**src/bffr_pkg.sv**
```systemverilog
// ----------------------------------------------------------------------------
// bffr_pkg: shared constants and types for the free-run search unit
// Map geometry, word packing of the bitmap, item kinds and the control
// structs passed between the sequencer and the scan pipeline.
// ----------------------------------------------------------------------------
`default_nettype none

package bffr_pkg;

   // map geometry
   localparam int ROWS      = 8;
   localparam int SLOTS     = 1024;
   localparam int ROW_W     = 3;
   localparam int SLOT_W    = 10;

   // one memory word holds 64 slots of one row
   localparam int WORD_BITS     = 64;
   localparam int BIT_W         = $clog2(WORD_BITS);
   localparam int WORDS_PER_ROW = SLOTS / WORD_BITS;
   localparam int WIDX_W        = $clog2(WORDS_PER_ROW);
   localparam int WORDS         = ROWS * WORDS_PER_ROW;
   localparam int ADDR_W        = ROW_W + WIDX_W;

   // run length register and run counters
   localparam int CNT_W = SLOT_W + 1;
   localparam logic [CNT_W-1:0] RUN_LEN_RESET = CNT_W'(60);
   localparam logic [SLOT_W-1:0] SLOT_MAX = SLOT_W'(SLOTS - 1);

   // item kinds
   localparam logic [1:0] KIND_MARK   = 2'd0;
   localparam logic [1:0] KIND_SEARCH = 2'd1;
   localparam logic [1:0] KIND_CLEAR  = 2'd2;

   // one word entering the scan pipeline
   typedef struct packed {
      logic              vld;
      logic              last;
      logic [ROW_W-1:0]  row;
      logic [WIDX_W-1:0] widx;
   } scan_in_type;

   // scan outcome
   typedef struct packed {
      logic              done;
      logic              found;
      logic [ROW_W-1:0]  run_row;
      logic [SLOT_W-1:0] run_start;
      logic [SLOT_W-1:0] run_end;
   } scan_res_type;

endpackage

`default_nettype wire

```
**src/bffr_scan.sv**
```systemverilog
// ----------------------------------------------------------------------------
// bffr_scan: free-run scan pipeline
// Takes one bitmap word a cycle, tracks the free run carried across words of
// a row and reports the first slot at which the run reaches the length.
// ----------------------------------------------------------------------------
`default_nettype none

module bffr_scan (
   input  wire logic                           clock,
   input  wire logic                           reset,
   input  wire logic                           flush,
   input  wire bffr_pkg::scan_in_type          scan_in,
   input  wire logic [bffr_pkg::WORD_BITS-1:0] word,
   input  wire logic [bffr_pkg::CNT_W-1:0]     need,
   output bffr_pkg::scan_res_type              res
);

   localparam int NB = bffr_pkg::WORD_BITS;

   // prefix scan results
   logic [NB-1:0]                has_lvl [0:bffr_pkg::BIT_W];
   logic [bffr_pkg::BIT_W-1:0]   pos_lvl [0:bffr_pkg::BIT_W][0:NB-1];
   logic [bffr_pkg::CNT_W-1:0]   cnt_before;
   logic [bffr_pkg::CNT_W-1:0]   cnt_in;

   // carried run count
   logic [bffr_pkg::CNT_W-1:0]   cnt_ff;

   // stage B registers
   logic                         b_vld_ff;
   logic                         b_last_ff;
   logic [bffr_pkg::ROW_W-1:0]   b_row_ff;
   logic [bffr_pkg::WIDX_W-1:0]  b_widx_ff;
   logic [NB-1:0]                b_has_ff;
   logic [bffr_pkg::BIT_W-1:0]   b_pos_ff [0:NB-1];
   logic [bffr_pkg::CNT_W-1:0]   b_cnt_ff;

   // stage C registers
   logic                         c_vld_ff;
   logic                         c_last_ff;
   logic [bffr_pkg::ROW_W-1:0]   c_row_ff;
   logic [bffr_pkg::WIDX_W-1:0]  c_widx_ff;
   logic [NB-1:0]                c_hit_ff;

   logic [NB-1:0]                hit_in;
   logic [NB-1:0]                iso;
   logic [bffr_pkg::BIT_W-1:0]   hit_idx;
   logic [bffr_pkg::SLOT_W-1:0]  end_slot;

   // last busy bit at or below each position: log-depth prefix scan
   always_comb begin
      has_lvl[0] = ~word;
      for (int j = 0; j < NB; j++) begin
         pos_lvl[0][j] = bffr_pkg::BIT_W'(j);
      end
      for (int k = 0; k < bffr_pkg::BIT_W; k++) begin
         for (int j = 0; j < NB; j++) begin
            if (j >= (1 << k) && !has_lvl[k][j]) begin
               has_lvl[k+1][j] = has_lvl[k][j - (1 << k)];
               pos_lvl[k+1][j] = pos_lvl[k][j - (1 << k)];
            end else begin
               has_lvl[k+1][j] = has_lvl[k][j];
               pos_lvl[k+1][j] = pos_lvl[k][j];
            end
         end
      end
   end

   // free run carried into this word and out of it
   always_comb begin
      cnt_before = (scan_in.widx == '0) ? '0 : cnt_ff;
      if (has_lvl[bffr_pkg::BIT_W][NB-1]) begin
         cnt_in = bffr_pkg::CNT_W'(NB - 1)
                  - bffr_pkg::CNT_W'(pos_lvl[bffr_pkg::BIT_W][NB-1]);
      end else begin
         cnt_in = cnt_before + bffr_pkg::CNT_W'(NB);
      end
   end

   // stage C: run length ending at each bit against the needed length
   always_comb begin
      logic [bffr_pkg::CNT_W-1:0] len;
      for (int j = 0; j < NB; j++) begin
         if (b_has_ff[j]) begin
            len = bffr_pkg::CNT_W'(bffr_pkg::BIT_W'(j) - b_pos_ff[j]);
         end else begin
            len = b_cnt_ff + bffr_pkg::CNT_W'(j) + bffr_pkg::CNT_W'(1);
         end
         hit_in[j] = (len >= need);
      end
   end

   // control registers
   always_ff @(posedge clock) begin
      if (reset) begin
         b_vld_ff <= 1'b0;
         c_vld_ff <= 1'b0;
      end else begin
         b_vld_ff <= scan_in.vld && !flush;
         c_vld_ff <= b_vld_ff && !flush;
      end
   end

   // datapath registers
   always_ff @(posedge clock) begin
      if (scan_in.vld) begin
         cnt_ff <= cnt_in;
      end
      b_last_ff <= scan_in.last;
      b_row_ff  <= scan_in.row;
      b_widx_ff <= scan_in.widx;
      b_has_ff  <= has_lvl[bffr_pkg::BIT_W];
      b_pos_ff  <= pos_lvl[bffr_pkg::BIT_W];
      b_cnt_ff  <= cnt_before;
      c_last_ff <= b_last_ff;
      c_row_ff  <= b_row_ff;
      c_widx_ff <= b_widx_ff;
      c_hit_ff  <= hit_in;
   end

   // stage D: lowest hit and the run it closes
   always_comb begin
      iso     = c_hit_ff & (~c_hit_ff + NB'(1));
      hit_idx = '0;
      for (int j = 0; j < NB; j++) begin
         if (iso[j]) begin
            hit_idx = hit_idx | bffr_pkg::BIT_W'(j);
         end
      end
      end_slot = {c_widx_ff, hit_idx};
      res.found = |c_hit_ff;
      res.done  = c_vld_ff && (res.found || c_last_ff);
      if (res.found) begin
         res.run_row   = c_row_ff;
         res.run_end   = end_slot;
         res.run_start = bffr_pkg::SLOT_W'(({1'b0, end_slot} + bffr_pkg::CNT_W'(1)) - need);
      end else begin
         res.run_row   = '0;
         res.run_end   = '0;
         res.run_start = '0;
      end
   end

endmodule

`default_nettype wire

```
**config.mk**
```make
export PLATFORM = sky130hd
export DESIGN_NAME = bffr_scan
export DESIGN_NICKNAME = d
export VERILOG_FILES = /design/src/bffr_pkg.sv /design/src/bffr_scan.sv
export SDC_FILE = /design/constraint.sdc
export NUM_CORES = 2
export LEC_CHECK = 0
export BUFFER_PORTS_ARGS = -buffer_cell sky130_fd_sc_hd__buf_2
export CAP_MARGIN = 40
export CORE_UTILIZATION = 65
export CTS_CLUSTER_SIZE = 8
export DETAILED_ROUTE_END_ITERATION = 7
export PLACE_DENSITY = 0.79
export SYNTH_ARGS = -nofsm -noshare
export SYNTH_HDL_FRONTEND = slang
export SYNTH_SLANG_ARGS = --single-unit
export TNS_END_PERCENT = 20
```
**constraint.sdc**
```tcl
create_clock -name clock -period 4.7 [get_ports clock]
set_input_delay 0.47 -clock clock [delete_from_list [all_inputs] [get_ports clock]]
set_output_delay 0.47 -clock clock [all_outputs]
set_load 0.1 [all_outputs]
```
==> metrics.md <==
| Metric | Value |
|---|---|
| Vias | `51,484` |
| Result of the run | `finished with violations` |
| Register-to-register setup slack | `140 ps` |
| Number of levels the H-tree was split into | `3` |
| Number of cells produced by synthesis | `5,999` |
| Net switching power | `5760 uW` |
| Fill cell instance count of the final layout | `5,227` |
| Net count of the mapped netlist | `6,897` |
| RR Endpoint | `c_hit_ff[42]` |
| Master of the slowest instance on the critical path | `sky130_fd_sc_hd__or4_4` |
| Number of buffers on the longest clock path | `3` |
| Die Height | `270 microns` |
| Final count of pins violating max slew | `0` |
| Minimum setup slack in the final design | `-585 ps` |
| Switching power as a share of total power | `38.7%` |
| Largest stage delay, worst path | `550 ps` |
| TritonCTS clock tree | `yes` |
| Maximum Capacitance Violations | `0` |
| X dimension of the die | `270 microns` |
| Internal power of the cells | `9110 uW` |
| Actual transition at the worst max-transition pin | `996 ps` |
| CP dominant cell by count | `sky130_fd_sc_hd__inv_2` |
| Worst-path cell chain | `or4_4 > nor4_4 > nand3_2 > buf_6 > or2_4 > o22ai_4 > or3b_4 > nor2_1 > ha_1 > inv_2 > ha_4 > inv_2 > fa_2 > nor2b_4 > o21ai_2 > nand2b_1 > a31oi_1 > o21ai_1 > xnor2_1 > nor2_2 > buf_12` |
| Initial Util | `66.2%` |
| Area grow syn2layout | `11.8%` |
| Global-route wire length before repair | `315,000 microns` |
| Type of origin of the critical path | `flip-flop` |
| Final cell area excluding filler cells | `0.0522 sq mm` |
| Highest achievable clock rate | `0.189 GHz` |
| Worst setup path startpoint | `c_hit_ff[27]` |
| R2r worst-path depth | `14` |
| Worst endpoint data arrival time | `4810 ps` |
| Standard cell area after detailed placement | `0.0497 sq mm` |
| Boundary Pins | `112` |
| Power per cell area | `285 mW/mm^2` |
| Sequential Power Share | `30.7%` |
| Number of placement rows | `97` |
| Share of total power in the clock network | `32.8%` |
| Port bufs | `111` |
| Number of detailed-route iterations in the first pass | `7` |
| Layout net count | `7,092` |
| Vias in the first global route | `49,808` |
| Reg-to-reg critical path startpoint | `b_cnt_ff[1]` |
| Largest fanout of any net on the critical path | `4` |
| Clk_lat worst skew | `660 ps` |
| Area of the die | `0.0729 sq mm` |
| Final Critical Period | `5280 ps` |
| Leakage component of the power | `0.0242 uW` |
| Violations in the final reports | `setup timing` |
| RSZ-0062 raised after global routing | `yes` |
| Sum of overflow across all layers after global routing | `0` |
| Worst setup EP type | `output pin` |
| Ys flop type | `sky130_fd_sc_hd__dfxtp_1` |
| End point of the critical path | `res[19]` |
| Overall fraction of global-route tracks in use | `57.7%` |
| Final setup fails | `6` |
| Synthesis-stage register bit count | `489` |
| Average instance area after synthesis | `7.78 sq um` |
| Avg Vias per Cell | `7.18` |
| Relative slew slack | `32.9%` |
| Synthesis Warnings | `0` |
| Number of endpoints with negative hold slack in the final report | `0` |
| Cell area after technology mapping | `0.0467 sq mm` |
| Worst hold margin | `4.18 ps` |
| Sequential share of the synthesized area | `21.2%` |
| Gp weighted congestion | `1.13` |
| Portion of total power attributed to combinational logic | `36.4%` |
| Number of enable-type register cells in the synthesized netlist | `11` |
| Unique masters post-synth | `94` |
| Final period util | `112%` |
| Required arrival time at the worst endpoint | `4230 ps` |
| Core Area | `0.0705 sq mm` |
| Residual DRC | `0` |
| Crit Path Class | `reg -> out` |
| Sinks on the clock net | `489` |
| Share of flip-flops with an asynchronous set or reset after synthesis | `0%` |
| Worst ir drop on vdd | `715 uV` |
| TritonCTS Buffers | `72` |
| Largest net degree at the start of global routing | `62` |
| Type of the worst min-delay path | `in -> reg` |
| DRT iter0 DRCs | `7,737` |
| Final clock skew | `35.7 ps` |
| Final wirelength | `218,000 microns` |
| Fraction of final layout cells sized beyond drive strength 1 | `10.0%` |
| Number of nets with antenna violations after routing | `0` |
| Initial antenna violation count | `26` |
| Average wire per cell in the routed design | `30.4 microns` |
| Clock slew at reported path FFs | `50 ps` |
| Placed wire-length estimate | `161,000 microns` |
| Buffer cell driving the clock tree root | `sky130_fd_sc_hd__clkbuf_16` |
==> per-stage QoR <==
step / power, uW / TNS, ps / util (%) / setup slack [ps] / cells
detailed placement: 9540 / -184 / 70.5 / -131 / 7039
CTS: 14400 / -1700 / 73.8 / -427 / 7142
global placement: 9360 / 0 / 70.3 / 12.4 / 7018
finish: 14900 / -2150 / 74.0 / -585 / 7171
global route: 15200 / -3020 / 73.9 / -703 / 7151
floorplan: 7650 / -2530 / - / -656 / 5999
==> synth_stat cells, types with 28 or more instances <==
| cell | number | share of area, % |
|---|---|---|
| sky130_fd_sc_hd__a2111oi_0 | 65 | 1.2 |
| sky130_fd_sc_hd__a21o_1 | 151 | 2.4 |
| sky130_fd_sc_hd__a21oi_1 | 572 | 6.1 |
| sky130_fd_sc_hd__a31oi_1 | 75 | 1.0 |
| sky130_fd_sc_hd__and2_1 | 48 | 0.64 |
| sky130_fd_sc_hd__and3_1 | 35 | 0.47 |
| sky130_fd_sc_hd__buf_1 | 32 | 0.26 |
| sky130_fd_sc_hd__clkbuf_1 | 236 | 1.9 |
| sky130_fd_sc_hd__dfxtp_1 | 478 | 20 |
| sky130_fd_sc_hd__ha_1 | 810 | 22 |
| sky130_fd_sc_hd__inv_1 | 240 | 1.9 |
| sky130_fd_sc_hd__mux2_2 | 28 | 0.68 |
| sky130_fd_sc_hd__mux2i_1 | 40 | 0.86 |
| sky130_fd_sc_hd__nand2_1 | 560 | 4.5 |
| sky130_fd_sc_hd__nand2b_1 | 97 | 1.3 |
| sky130_fd_sc_hd__nand3_1 | 109 | 1.2 |
| sky130_fd_sc_hd__nand4_1 | 30 | 0.40 |
| sky130_fd_sc_hd__nor2_1 | 538 | 4.3 |
| sky130_fd_sc_hd__nor2b_1 | 48 | 0.64 |
| sky130_fd_sc_hd__nor3_1 | 62 | 0.66 |
| sky130_fd_sc_hd__o211ai_1 | 77 | 1.2 |
| sky130_fd_sc_hd__o21a_1 | 257 | 4.1 |
| sky130_fd_sc_hd__o21ai_0 | 538 | 5.8 |
| sky130_fd_sc_hd__xnor2_1 | 265 | 5.0 |
| sky130_fd_sc_hd__xor2_1 | 240 | 4.5 |
==> repair_timing <==
action	CTS	global route
hold buffers	9	0
gates cloned	0	0
endpoints found under the setup margin	8	8
hold endpoints to repair	9	0
pin swaps	13	15
buffers inserted	3	2
gates resized for setup	34	23
==> kinds of logic (layout without fill, tap and decap cells) <==
kind of cell / count (synthesis) / in the layout / synth area share [%]
xor+xnor: 505 / 505 / 9.47
flops: 489 / 489 / 21.2
buf+inv: 544 / 756 / 4.46
mux: 68 / 68 / 1.53
fa+ha+maj: 811 / 811 / 21.7
other cells: 0 / 20 / 0
compound gates: 1928 / 1928 / 25.3
simple gates: 1654 / 1654 / 16.3
==> worst max-delay path: cells and delay by family, from the launching register on <==
kind                       cells  cell delay (ps)
and+or+nand+nor                9             1830
adders and majority gates      3              840
AOI/OAI and AO/OA              4              600
buffers and inverters          4              460
DFF                            1              300
xor gates and xnor gates       1              130
==> worst min-delay path by stage <==
| stage | startpoint | end | slack [ps] | cells after the start |
|---|---|---|---|---|
| after floorplan | b_last_ff | c_last_ff | 310 | 0 |
| after global placement | b_row_ff[2] | c_row_ff[2] | 310 | 0 |
| after detailed placement | b_last_ff | c_last_ff | 310 | 0 |
| after CTS | flush | c_vld_ff | 1 | 2 |
| after global routing | flush | c_vld_ff | 30 | 2 |
| final | flush | c_vld_ff | 4 | 2 |
==> state kept, by name, indices dropped and copies added (netlist names), 3 cells and up <==
signal	count
b_has_ff	64
c_row_ff	3
c_hit_ff	64
b_row_ff	3
cnt_ff	11
b_widx_ff	4
b_pos_ff	321
c_widx_ff	4
b_cnt_ff	11
==> power groups by stage <==
stage | Combinational [uW] | Sequential [uW] | Clock [uW]
finish | 5420 | 4570 | 4890
global route | 5630 | 4580 | 4980
CTS | 5040 | 4560 | 4800
detailed placement | 4910 | 4630 | 0
global placement | 4740 | 4620 | 0
floorplan | 3090 | 4560 | 0
==> layout make-up <==
type / count / area [sq um] / share of cell area, %
tap: 940 / 1180 / 2.25
antenna: 20 / 50.0 / 0.0959
sequential: 489 / 9920 / 19.0
clock inverter: 7 / 143 / 0.273
inverter: 257 / 975 / 1.87
multi-input combinational: 4966 / 34900 / 66.9
timing repair buffer: 408 / 3090 / 5.92
clock buffer: 84 / 1900 / 3.64
==> layout by cell type (no fill, tap or decap), types with 30 or more instances in the layout <==
| cell type | n |
|---|---|
| sky130_fd_sc_hd__nand2b_1 | 97 |
| sky130_fd_sc_hd__xnor2_1 | 265 |
| sky130_fd_sc_hd__a21oi_1 | 569 |
| sky130_fd_sc_hd__nor2_1 | 535 |
| sky130_fd_sc_hd__dfxtp_1 | 470 |
| sky130_fd_sc_hd__nand3_1 | 109 |
| sky130_fd_sc_hd__nand2_1 | 559 |
| sky130_fd_sc_hd__nor3_1 | 60 |
| sky130_fd_sc_hd__buf_4 | 251 |
| sky130_fd_sc_hd__o21ai_0 | 531 |
| sky130_fd_sc_hd__nand4_1 | 30 |
| sky130_fd_sc_hd__and3_1 | 34 |
| sky130_fd_sc_hd__mux2i_1 | 40 |
| sky130_fd_sc_hd__buf_2 | 121 |
| sky130_fd_sc_hd__ha_1 | 806 |
| sky130_fd_sc_hd__nor2b_1 | 47 |
| sky130_fd_sc_hd__clkbuf_16 | 74 |
| sky130_fd_sc_hd__a2111oi_0 | 64 |
| sky130_fd_sc_hd__o21a_1 | 257 |
| sky130_fd_sc_hd__a21o_1 | 151 |
| sky130_fd_sc_hd__and2_1 | 48 |
| sky130_fd_sc_hd__a31oi_1 | 74 |
| sky130_fd_sc_hd__xor2_1 | 238 |
| sky130_fd_sc_hd__inv_1 | 228 |
| sky130_fd_sc_hd__o211ai_1 | 77 |
==> per-layer routing <==
metal  GRT usage (%)  vias to the layer above  wire length [microns]
met1            65.7                    23601                  73700
met4            52.8                       18                  25100
li1                -                    21780                      -
met3            24.1                     1562                  34600
met5               0                        -                    134
met2            81.7                     4523                  84700
(Power assumes the default switching activity.)
